<file path="src/rtl/bmf_pkg.sv">
// bmf_pkg: types, status codes and register indexes of the broadcast message queue
// used by the core and the checker under rtl; depends on nothing

package bmf_pkg;

  // fixed field widths
  localparam int ID_BITS       = 8;
  localparam int IDX_BITS      = 3;
  localparam int PAYLOAD_BITS  = 32;
  localparam int STATUS_BITS   = 3;
  localparam int MASK_BITS     = 8;

  // parameter defaults
  localparam int DEF_DEPTH     = 16;
  localparam int DEF_RECEIVERS = 8;

  // register file layout
  localparam int PADDR_BITS    = 3;
  localparam int PDATA_BITS    = 32;

  typedef enum logic {
    CMD_SEND = 1'b0,
    CMD_PEEK = 1'b1
  } cmd_t;

  typedef enum logic [STATUS_BITS-1:0] {
    ST_SENT      = 3'd0,
    ST_FULL      = 3'd1,
    ST_DELIVERED = 3'd2,
    ST_NOTHING   = 3'd3,
    ST_READ      = 3'd4
  } status_t;

  typedef enum logic {
    REG_ACTIVE_MASK  = 1'b0,
    REG_BROADCAST_ID = 1'b1
  } reg_idx_t;

  // request transaction
  typedef struct packed {
    cmd_t                    cmd;
    logic [ID_BITS-1:0]      msg_id;
    logic [IDX_BITS-1:0]     dest;
    logic [PAYLOAD_BITS-1:0] payload;
    logic [IDX_BITS-1:0]     receiver;
  } req_t;

  // response transaction
  typedef struct packed {
    status_t                 status;
    logic [ID_BITS-1:0]      out_msg_id;
    logic [IDX_BITS-1:0]     out_dest;
    logic [PAYLOAD_BITS-1:0] out_payload;
  } rsp_t;

  // one stored message
  typedef struct packed {
    logic [ID_BITS-1:0]      msg_id;
    logic [IDX_BITS-1:0]     dest;
    logic [PAYLOAD_BITS-1:0] payload;
  } entry_t;

  localparam int ENTRY_BITS = $bits(entry_t);

endpackage

</file>
<file path="src/rtl/bmf_ram.sv">
// bmf_ram: generic simple dual-port ram, one write port, one registered read port
// read during write to the same address returns the old data; no dependencies

module bmf_ram #(
  parameter int WIDTH = 8,
  parameter int DEPTH = 16
) (
  input  logic                     clk,
  input  logic                     we,
  input  logic [$clog2(DEPTH)-1:0] waddr,
  input  logic [WIDTH-1:0]         wdata,
  input  logic [$clog2(DEPTH)-1:0] raddr,
  output logic [WIDTH-1:0]         rdata
);

  logic [WIDTH-1:0] mem [DEPTH];

  // write port and registered read
  always_ff @(posedge clk) begin
    if (we) begin
      mem[waddr] <= wdata;
    end
    rdata <= mem[raddr];
  end

endmodule

</file>
<file path="src/rtl/broadcast_message_fifo_core.sv">
// broadcast_message_fifo_core: ring message queue shared by several receivers
// depends on bmf_pkg and bmf_ram
//
//   channel | signals                          | direction | transaction
//   --------+----------------------------------+-----------+--------------------------
//   req     | req_valid, req_ready, req        | in        | send or peek command
//   rsp     | rsp_valid, rsp_ready, rsp        | out       | status and delivered entry
//   apb     | psel, penable, pwrite, paddr ... | in/out    | active_mask, broadcast_id
//
// every command is resolved in the cycle it is accepted; its response sits in the
// output register in the next cycle, so one transaction per cycle is sustained
// while rsp_ready is high. the head entry is prefetched from the message ram each cycle
// (registered read port plus a write bypass), so a peek is resolved in the cycle it is taken.
// a stalled response blocks new commands only while it is still held.
// rst is synchronous; no clearing pass is needed after it.

module broadcast_message_fifo_core
  import bmf_pkg::*;
#(
  parameter int DEPTH     = DEF_DEPTH,
  parameter int RECEIVERS = DEF_RECEIVERS
) (
  input  logic                  clk,
  input  logic                  rst,
  input  logic                  req_valid,
  output logic                  req_ready,
  input  req_t                  req,
  output logic                  rsp_valid,
  input  logic                  rsp_ready,
  output rsp_t                  rsp,
  input  logic                  psel,
  input  logic                  penable,
  input  logic                  pwrite,
  input  logic [PADDR_BITS-1:0] paddr,
  input  logic [PDATA_BITS-1:0] pwdata,
  output logic [PDATA_BITS-1:0] prdata,
  output logic                  pready
);

  localparam int AW = $clog2(DEPTH);
  localparam int CW = $clog2(DEPTH + 1);
  localparam logic [AW-1:0] LAST_IDX = AW'(DEPTH - 1);
  localparam logic [CW-1:0] FULL_CNT = CW'(DEPTH);

  // state
  logic [MASK_BITS-1:0] active_mask;
  logic [ID_BITS-1:0]   broadcast_id;
  logic [AW-1:0]        head_index, head_index_next;
  logic [AW-1:0]        tail_index, tail_index_next;
  logic [CW-1:0]        fill_count, fill_count_next;
  logic [RECEIVERS-1:0] readers_seen, readers_seen_next;
  logic                 byp_valid;
  entry_t               byp_data;

  // combinational
  logic                 accept;
  logic                 ram_we;
  entry_t               ram_wdata;
  entry_t               ram_rdata;
  entry_t               head_entry;
  logic [RECEIVERS-1:0] rx_bit;
  logic [RECEIVERS-1:0] want_mask;
  logic [RECEIVERS-1:0] seen_or;
  logic                 rx_valid;
  logic                 retire;
  rsp_t                 rsp_next;

  assign pready    = 1'b1;
  assign req_ready = !rsp_valid || rsp_ready;
  assign accept    = req_valid && req_ready;

  // apb register writes
  always_ff @(posedge clk) begin
    if (rst) begin
      active_mask  <= '1;
      broadcast_id <= '0;
    end else if (psel && penable && pwrite) begin
      unique case (reg_idx_t'(paddr[2]))
        REG_ACTIVE_MASK:  active_mask  <= pwdata[MASK_BITS-1:0];
        REG_BROADCAST_ID: broadcast_id <= pwdata[ID_BITS-1:0];
        default: ;
      endcase
    end
  end

  // apb register reads
  always_comb begin
    unique case (reg_idx_t'(paddr[2]))
      REG_ACTIVE_MASK:  prdata = PDATA_BITS'(active_mask);
      REG_BROADCAST_ID: prdata = PDATA_BITS'(broadcast_id);
      default:          prdata = '0;
    endcase
  end

  // head entry: ram data unless the last cycle wrote the address being read
  assign head_entry = byp_valid ? byp_data : ram_rdata;

  // receiver one-hot and the set that must read a broadcast
  always_comb begin
    for (int i = 0; i < RECEIVERS; i++) begin
      rx_bit[i]    = (32'(req.receiver) == i);
      want_mask[i] = (i < MASK_BITS) ? active_mask[i % MASK_BITS] : 1'b0;
    end
  end

  assign rx_valid = (32'(req.receiver) < RECEIVERS);
  assign seen_or  = readers_seen | rx_bit;

  // command decode and queue update
  always_comb begin
    head_index_next   = head_index;
    tail_index_next   = tail_index;
    fill_count_next   = fill_count;
    readers_seen_next = readers_seen;
    ram_we            = 1'b0;
    ram_wdata         = '{msg_id: req.msg_id, dest: req.dest, payload: req.payload};
    retire            = 1'b0;
    rsp_next          = '{status: ST_NOTHING, out_msg_id: '0, out_dest: '0,
                          out_payload: '0};

    if (accept) begin
      case (req.cmd)
        CMD_SEND: begin
          if (fill_count == FULL_CNT) begin
            rsp_next.status = ST_FULL;
          end else begin
            ram_we          = 1'b1;
            tail_index_next = (tail_index == LAST_IDX) ? '0 : tail_index + 1'b1;
            fill_count_next = fill_count + 1'b1;
            rsp_next.status = ST_SENT;
          end
        end
        CMD_PEEK: begin
          if (fill_count != '0 && rx_valid) begin
            if (head_entry.msg_id == broadcast_id) begin
              if ((readers_seen & rx_bit) != '0) begin
                rsp_next.status = ST_READ;
              end else begin
                rsp_next.status   = ST_DELIVERED;
                readers_seen_next = seen_or;
                retire            = (seen_or == want_mask);
              end
            end else if (32'(head_entry.dest) == 32'(req.receiver)) begin
              rsp_next.status = ST_DELIVERED;
              retire          = 1'b1;
            end
          end
        end
        default: ;
      endcase

      if (rsp_next.status == ST_DELIVERED) begin
        rsp_next.out_msg_id  = head_entry.msg_id;
        rsp_next.out_dest    = head_entry.dest;
        rsp_next.out_payload = head_entry.payload;
      end

      // retiring the head clears its reader set for the next entry
      if (retire) begin
        readers_seen_next = '0;
        head_index_next   = (head_index == LAST_IDX) ? '0 : head_index + 1'b1;
        fill_count_next   = fill_count - 1'b1;
      end
    end
  end

  // queue pointers and head reader set
  always_ff @(posedge clk) begin
    if (rst) begin
      head_index   <= '0;
      tail_index   <= '0;
      fill_count   <= '0;
      readers_seen <= '0;
      byp_valid    <= 1'b0;
    end else begin
      head_index   <= head_index_next;
      tail_index   <= tail_index_next;
      fill_count   <= fill_count_next;
      readers_seen <= readers_seen_next;
      byp_valid    <= ram_we && (tail_index == head_index_next);
    end
  end

  // bypass data for a send into the slot about to be the head
  always_ff @(posedge clk) begin
    byp_data <= ram_wdata;
  end

  // response register
  always_ff @(posedge clk) begin
    if (rst) begin
      rsp_valid <= 1'b0;
    end else if (req_ready) begin
      rsp_valid <= accept;
    end
  end

  always_ff @(posedge clk) begin
    if (accept) begin
      rsp <= rsp_next;
    end
  end

  // message store, read at the next head every cycle
  bmf_ram #(
    .WIDTH (ENTRY_BITS),
    .DEPTH (DEPTH)
  ) u_ram (
    .clk   (clk),
    .we    (ram_we),
    .waddr (tail_index),
    .wdata (ram_wdata),
    .raddr (head_index_next),
    .rdata (ram_rdata)
  );

endmodule

</file>
<file path="config.mk">
export PLATFORM = sky130hd
export DESIGN_NAME = broadcast_message_fifo_core
export DESIGN_NICKNAME = d
export VERILOG_FILES = /design/src/rtl/bmf_pkg.sv /design/src/rtl/bmf_ram.sv /design/src/rtl/broadcast_message_fifo_core.sv
export SDC_FILE = /design/constraint.sdc
export NUM_CORES = 1
export LEC_CHECK = 0
export ABC_AREA = 1
export BUFFER_PORTS_ARGS = -buffer_cell sky130_fd_sc_hd__buf_2
export CAP_MARGIN = 20
export CORE_MARGIN = 2
export CORE_UTILIZATION = 45
export CTS_BUF_LIST = sky130_fd_sc_hd__clkbuf_8
export CTS_CLUSTER_DIAMETER = 30
export DETAILED_ROUTE_END_ITERATION = 8
export PLACE_DENSITY = 0.66
export SYNTH_ARGS = -nofsm -noshare
export SYNTH_HDL_FRONTEND = slang
export SYNTH_SLANG_ARGS = --single-unit
</file>
<file path="constraint.sdc">
create_clock -name clk -period 9.7 [get_ports clk]
set_input_delay 1.94 -clock clk [delete_from_list [all_inputs] [get_ports clk]]
set_output_delay 1.94 -clock clk [all_outputs]
set_load 0.01 [all_outputs]
</file>
==> summary.md, run 1 <==
| Metric | Value |
|---|---|
| Share of cells above drive strength 1 | 11.5% |
| Cell repeated most along the worst path | nand2_1 |
| Final instance area | 0.0414 mm^2 |
| Syn avg cell area | 10.3 um^2 |
| Worst path top cell family by delay | simple AND/OR/NAND/NOR gates |
| Clock tree root buffer cell | clkbuf_8 |
| I/O pins | 170 |
| DR WL/cell | 18.5 um |
| P_leak | 17.8 nW |
| CTS buffer count | 166 |
| Number of synthesized register bits | 859 |
| Initial antenna violation count | 5 |
| Worst path required time | 10.43 ns |
| Worst path bufs/invs | 5 |
| Cell taking the most area after synthesis | edfxtp_1 |
| Hold Vio Cnt, Final | 0 |
| Reg2reg end | u_ram.rdata[11] |
| Chip width | 288 um |
| Minimum hold slack | 0.493 ns |
| Final critical-path share of the clock period | 58.1% |
| CP startpoint | req[0] |
| Vias post-DR | 24.7k |
| Worst EP arrival | 6.37 ns |
| CTS max path bufs | 3 |
| Final Critical Period | 5.64 ns |
| First-pass GRT wire length | 135000 um |
| Largest net degree at the start of global routing | 183 |
| Filler Cells Inserted | 6987 |
| R2R setup slack | 4.46 ns |
| CP Max Fanout | 46 |
| Power density over cell area | 199 mW/mm^2 |
| Worst skew pair latency | 0.82 ns |
| Status | finished, final reports clean |
| Synthesis Warnings | 0 |
| Dpl cell area | 0.0377 mm^2 |
| Fin nets | 3769 |
| Fin cells | 4878 |
| Gate Count Post-Synth | 3524 |
| Setup Fix Bufs, Post-CTS | 0 |
| Vias in the first global route | 23.5k |
| Initial Util | 45.2% |
| Core Rows | 104 |
| Worst r2r src | byp_valid |
| Seq/Total Area, Yosys | 67.8% |
| Grt total ovfl | 0 |
| Post_cts resized | 0 |
| Post-Syn Area | 0.0362 mm^2 |
| Worst-path clk slew | 0.06 ns |
| Reg2Reg Depth | 18 |
| DRT iter0 DRCs | 2285 |
| Drt total wl | 90400 um |
| Delay of the slowest cell on the worst path | 0.95 ns |
| Die height | 288 um |
| Yosys cell types | 34 |
| Crit end category | flop |
| Slew Limit Fails | 0 |
| Hpwl dp | 43100 um |
| Top post-synthesis cells by area | edfxtp_1, nand3_1, nand2_1 |
| Final RePlAce weighted congestion | 0.827 |
| H-tree levels | 4 |
| F_max | 0.177 GHz |
| Worst setup path endpoint | u_ram.rdata[11] |
| Placed Instances | 4562 |
| # hold bufs at CTS | 0 |
| Setup TNS | 0 ns |
| P&R area growth vs syn | 14.2% |
| Hold_sp | broadcast_id[0] |
| Cell with the largest stage delay on the worst path | clkinv_2 |
| WHS Path Cells | 2 |
| Final Skew | 0.0410 ns |
| RSZ-0062 raised after global routing | no |
| DRT antenna net count | 0 |
| Kind of critical path | primary input to flop |
| CORE AREA | 0.0802 mm^2 |
| Commonest non-fill, non-tap cells in the layout | nand2_1, inv_1, edfxtp_1, nand3_1, clkbuf_8 |
| All-Layer GR Usage | 21.8% |
| CP Cell Sequence | buf_2 -> inv_1 -> nand3_1 -> nand2_1 -> nand2_1 -> nand2_1 -> nand2_1 -> nor2_1 -> nand3_1 -> nand2_1 -> nand3_4 -> inv_2 -> nand3_1 -> nand2_4 -> clkinv_2 -> buf_4 -> nand3_1 -> nand3_1 -> nand2_1 |
| Crit path depth | 19 |
| Clk sinks | 859 |
| Die area | 0.0828 mm^2 |
| # DRC | 0 |
| CP Launch Type | primary input |
| Slew headroom | 24.2% |
| IR Drop Worst-Case VDD | 0.108 mV |
| Number of iterations in the first detailed-routing pass | 6 |
| Hold crit path type | flop to flop |
| TritonCTS clock tree | done |
| Post-synth top area share | 60.9% |
| Max-cap viol count | 0 |
| Final setup fails | 0 |
| Commonest non-fill, non-tap cell in the layout | nand2_1 |
| Port bufs | 118 |
| Worst-Margin Slew | 1.13 ns |
| Via density | 5.06 |
worst reg2reg max path, stage by stage (launching register included):
cell and delay (ns):
dfxtp_2 0.34, buf_4 0.63, nand2_1 0.23, nand3b_1 0.15, nand2_1 0.07, nand2_1 0.07
nor2_1 0.05, nand2_1 0.16, inv_1 0.10, nand2_1 0.26, nand3_4 0.21, inv_2 0.12
nand3_1 0.11, nand2_4 0.53, clkinv_2 0.96, buf_4 0.69, nand3_1 0.25, nand3_1 0.10
nand2_1 0.17
worst min path at each step:
| stage | endpoint | slack (ns) |
|---|---|---|
| 6_report | broadcast_id[0] | 0.49 |
| 5_1_grt | broadcast_id[4] | 0.53 |
| 4_1_cts | broadcast_id[0] | 0.49 |
| 3_5_place_dp | broadcast_id[0] | 0.48 |
| 3_3_place_gp | fill_count[4] | 0.47 |
| 2_1_floorplan | fill_count[0] | 0.46 |
registers in the layout, indices dropped and copies added (netlist names):
register and flops:
u_ram.mem 688, active_mask 8, byp_data 43, tail_index 4
byp_valid 1, head_index 4, rsp 46, fill_count 5
rsp_valid 1, u_ram.rdata 43, readers_seen 8, broadcast_id 8
Yosys cell counts:
library cell and count:
a211oi_1 9, a21oi_1 72, a21oi_4 1, a31oi_1 1, buf_1 8, buf_2 106
buf_4 30, buf_6 1, clkbuf_1 51, clkinv_1 2, conb_1 2, dfxtp_1 125
edfxtp_1 734, fa_1 1, ha_1 8, inv_1 698, inv_2 5, inv_4 1
nand2_1 833, nand2_2 6, nand3_1 678, nand3_4 1, nand3b_1 47, nand4_1 8
nand4_2 2, nor2_1 42, nor3_1 4, nor3b_1 1, nor4_1 1, o211ai_1 1
o21ai_0 35, o21ai_1 4, xnor2_1 2, xor2_1 4
per-stage QoR:
step                total power, W  worst slack (ns)  util (%)
floorplan                  0.00439              4.79         -
global placement           0.00452              3.37      47.0
detailed placement         0.00453              3.33      47.1
CTS                        0.00829              4.22      51.5
global route               0.00851              3.90      51.6
finish                     0.00823              4.06      51.6
cell families after synthesis:
| logic type | count (synthesis) | share of synthesized area (%) |
|---|---|---|
| DFF | 859 | 67.8 |
| and+or+nand+nor | 1623 | 19.9 |
| xor gates and xnor gates | 6 | 0.145 |
| adders and majority gates | 9 | 0.332 |
| other | 2 | 0.0207 |
| AOI/OAI and AO/OA | 123 | 1.80 |
| buffers and inverters | 902 | 10.1 |
layout make-up:
class,instances,area [um^2],share of cell area (%)
Timing Repair Buffer,152,923,2.23
Sequential cell,859,24500,59.3
Clock inverter,136,1180,2.87
Antenna cell,4,10.0,0.0242
Tap cell,1060,1330,3.21
Clock buffer,175,2410,5.82
Multi-Input combinational cell,1786,8310,20.1
Inverter,706,2650,6.42
where the power goes:
group          leakage [nW]  switching (W)  internal [W]
Sequential             7.70      0.0000238       0.00407
Clock                  1.97        0.00161       0.00217
Combinational          8.17       0.000264     0.0000994
per-layer routing:
| layer | routed length (um) | global-route usage (%) | up-vias | part of all wire [%] |
|---|---|---|---|---|
| met2 | 41500 | 34.7 | 1102 | 46 |
| met4 | 2650 | 8.86 | 0 | 2.9 |
| li1 | - | - | 11700 | - |
| met3 | 8030 | 4.50 | 193 | 8.9 |
| met1 | 38200 | 29.3 | 11600 | 42 |
| met5 | 0 | 0 | - | 0 |
Power figures use the tool's default switching activity.
==> run 2, diff against run 1 <==
--- a/config.mk
+++ b/config.mk
@@ -5,7 +5,7 @@
 export SDC_FILE = /design/constraint.sdc
 export NUM_CORES = 1
 export LEC_CHECK = 0
-export ABC_AREA = 1
+export ABC_AREA = 0
 export BUFFER_PORTS_ARGS = -buffer_cell sky130_fd_sc_hd__buf_2
 export CAP_MARGIN = 20
 export CORE_MARGIN = 2
==> constraint.sdc (replaced) <==
create_clock -name clk -period 5.3 [get_ports clk]
set_input_delay 1.06 -clock clk [delete_from_list [all_inputs] [get_ports clk]]
set_output_delay 1.06 -clock clk [all_outputs]
set_load 0.01 [all_outputs]
==> run 2 against run 1 <==
Sequential share of layout area is 0.90 points higher. Critical endpoint is now u_ram.rdata[18]. Worst hold slack worse by 0.022 ns. Non-clock buffer count up 33. Clock skew down 0.0034 ns. Critical path type is now flop to flop. Clock-buffer cell count rose by 1. Total power up 75%. Highest routed layer is now met5. Clock power up 72%. Synthesized cell count down 32%.
==> summary.md, run 2 <==
| Metric | Value |
|---|---|
| Asr flop ratio synth | 0% (unchanged) |
| Cell taking the most area after synthesis | edfxtp_1 |
| Syn avg cell area | 14.9 um^2 (+45%) |
| Number of iterations in the first detailed-routing pass | 6 (unchanged) |
| TritonCTS clock tree | done |
| Post-layout util | 52.4% (+0.83 points) |
| Initial Util | 45.6% (+0.43 points) |
| GRT met1 Usage | 31.0% (+1.7 points) |
| Seq/Total Area, Yosys | 69.2% (+1.5 points) |
| CP Max Fanout | 30 (-35%) |
| # DRC | 0 (unchanged) |
| H-tree levels | 4 (unchanged) |
| Post_cts resized | 0 (unchanged) |
| Number of synthesized register bits | 859 (unchanged) |
| P_leak | 13.6 nW (-24%) |
| Kind of critical path | flop to flop |
| Hpwl dp | 48800 um (+13%) |
| Initial antenna violation count | 5 (unchanged) |
| Commonest non-fill, non-tap cells in the layout | edfxtp_1, clkbuf_8, inv_1, dfxtp_1, buf_2 |
| Most used DFF post-synth | edfxtp_1 |
| Die area | 0.0810 mm^2 (-2.1%) |
| DRT iter0 DRCs | 2257 (-1.2%) |
| # hold bufs at CTS | 0 (unchanged) |
| Clock tree root buffer cell | clkbuf_8 |
| Setup TNS | 0 ns (unchanged) |
| Hold_sp | pwdata[7] |
| Hold Path End | active_mask[7] |
| Final Skew | 0.0375 ns (-0.00345 ns) |
| Post-Syn Area | 0.0354 mm^2 (-2.1%) |
| Drt total wl | 93800 um (+3.7%) |
| Count leader, synth | edfxtp_1 |
| Port bufs | 118 (unchanged) |
| Grt peak-use layer | met2 |
| Die height | 285 um (-1.0%) |
| Setup Fix Bufs, Post-CTS | 0 (unchanged) |
| Biggest register | u_ram.mem |
| F_max | 0.223 GHz |
| Grt total ovfl | 0 (unchanged) |
| Largest net degree at the start of global routing | 105 (-43%) |
| Commonest non-fill, non-tap cell in the layout | edfxtp_1 |
| All-Layer GR Usage | 22.9% (+1.1 points) |
| Post-synth top area share | 62.2% (+1.3 points) |
| Fin nets | 2602 (-31%) |
| GR Layer Usage met3 | 4.10% (-0.40 points) |
| EDFF count, synth | 734 (unchanged) |
| Worst r2r src | byp_valid |
| Hold crit path type | primary input to flop |
| R2R setup slack | 0.81 ns (-3.65 ns) |
| Switching Share | 22.2% (-0.82 points) |
| Largest register FFs | 688 (unchanged) |
| CTS max path bufs | 3 (unchanged) |
| Internal power | 0.0112 W (+77%) |
| Synthesis Warnings | 0 (unchanged) |
| Gate Count Post-Synth | 2384 (-32%) |
| Reg2reg end | u_ram.rdata[18] |
| Met2 Use GR | 37.1% (+2.4 points) |
| Placed Instances | 3384 (-26%) |
| WHS Path Cells | 2 (unchanged) |
| Worst-path clk slew | 0.06 ns (about the same) |
| Hold Vio Cnt, Final | 0 (unchanged) |
| Chip width | 285 um (-1.0%) |
| Final critical-path share of the clock period | 84.7% |
| Total power | 0.0144 W (+75%) |
| Core Rows | 102 (-1.9%) |
| Crit end category | flop |
| Largest registers | u_ram.mem: 688 flops, rsp: 46 flops |
| Worst skew pair latency | 0.81 ns (about the same) |
| Max-cap viol count | 0 (unchanged) |
| Reg2Reg Depth | 10 (-8) |
| First-pass GRT wire length | 140000 um (+3.8%) |
| I/O pins | 170 (unchanged) |
| Top post-synthesis cells by area | edfxtp_1, dfxtp_1, o2111ai_1 |
| Sw Pwr | 0.00321 W (+69%) |
| CP Launch Type | flop |
| CORE AREA | 0.0777 mm^2 (-3.0%) |
| Vias post-DR | 22.5k (-8.8%) |
| Share of cells above drive strength 1 | 25.9% (+14 points) |
| Combinational power share | 3.3% (-1.1 points) |
| Via density | 6.10 (+21%) |
| Yosys cell types | 66 (+94%) |
| IR Drop Worst-Case VDD | 0.250 mV (+130%) |
| DR WL/cell | 25.4 um (+37%) |
| CTS buffer count | 158 (-4.8%) |
| Sequential share of power | 51.7% (+2.0 points) |
| P&R area growth vs syn | 14.9% |
| Worst path required time | 5.96 ns (-4.47 ns) |
| Vias in the first global route | 22.8k (-3.1%) |
| Fin cells | 3687 (-24%) |
| Post-synth top cells | edfxtp_1, clkbuf_1, dfxtp_1, inv_1 |
| Power density over cell area | 354 mW/mm^2 (+78%) |
| Final setup fails | 0 (unchanged) |
| Clock network fraction of design power | 45.0% (-0.9 points) |
| DRT antenna net count | 0 (unchanged) |
| RSZ-0062 raised after global routing | no |
| Worst EP arrival | 5.15 ns (-1.22 ns) |
| Clk sinks | 859 (unchanged) |
| Worst-Margin Slew | 1.12 ns (-0.0149 ns) |
| Final Critical Period | 4.49 ns |
| Slew headroom | 25.2% (+1.0 points) |
| Slew Limit Fails | 0 (unchanged) |
| Final RePlAce weighted congestion | 0.815 (-1.4%) |
| Status | finished, final reports clean |
==> run 2: cell count changes after synthesis, sizes merged, moves of 85 or more <==
cell and delta:
a21boi +85, a31o +85, a31oi +91, clkbuf +111, inv -605, mux2 +97, nand2 -810, nand3 -673
o2111ai +86, o211ai +86, o41ai +86
==> run 2: layout make-up <==
class / instances / area, um^2
Timing Repair Buffer: 185 / 1530
Clock buffer: 176 / 2420
Tap cell: 1040 / 1300
Sequential cell: 859 / 24500
Antenna cell: 8 / 20.0
Inverter: 99 / 372
Clock inverter: 119 / 923
Multi-Input combinational cell: 1201 / 9630
Fill cell: 6295 / 37000
==> run 2: per-stage QoR <==
stage	hold slack [ns]	setup WS [ns]	cell area [um^2]
global route	0.454	0.536	40700
floorplan	0.458	0.904	35600
detailed placement	0.476	0.477	37400
finish	0.471	0.812	40700
CTS	0.412	0.806	40700
global placement	0.473	0.444	37400
==> run 2: power groups by stage <==
stage,Sequential (W),Clock [W],Combinational (W)
after global placement,0.00760,0,0.000460
after CTS,0.00746,0.00660,0.000480
after detailed placement,0.00760,0,0.000479
after floorplan,0.00760,0,0.000266
after global routing,0.00747,0.00691,0.000522
final,0.00746,0.00649,0.000478
==> run 2: kinds of logic (layout without fill, tap and decap cells) <==
logic type,count (synthesis),after routing,share of synthesized area (%)
AO/OA/AOI/OAI,753,753,16.9
buffers and inverters,347,579,4.47
XOR/XNOR,24,24,0.593
AND/OR/NAND/NOR,246,246,3.61
other,2,33,0.0212
adder cells (fa/ha/maj),9,9,0.339
flip-flops,859,859,69.2
multiplexers,144,144,4.84
==> run 2: worst max path at each step <==
stage / from / to / depth (start not counted)
after global routing: byp_valid / fill_count[4] / 14
after CTS: byp_valid / u_ram.rdata[18] / 10
final: byp_valid / u_ram.rdata[18] / 10
after floorplan: rsp_ready / u_ram.mem[15][0] / 6
after global placement: req[2] / u_ram.rdata[18] / 11
after detailed placement: req[0] / u_ram.rdata[18] / 11
==> run 2: worst max-delay path: stages (launching register included) <==
cell      delay (ns)
dfxtp_4         0.51
buf_4           0.41
mux2i_1         0.64
xnor2_1         0.16
or3_1           0.40
mux2i_1         0.53
and3_1          0.46
mux2_2          0.62
buf_12          0.30
o211ai_1        0.12
nand4_1         0.16
==> run 2: metal layers <==
metal  wire length [um]  share of wire (%)
met5                 29              0.031
met4               2360                2.5
met3               7040                7.5
met2              45200                 48
met1              39200                 42
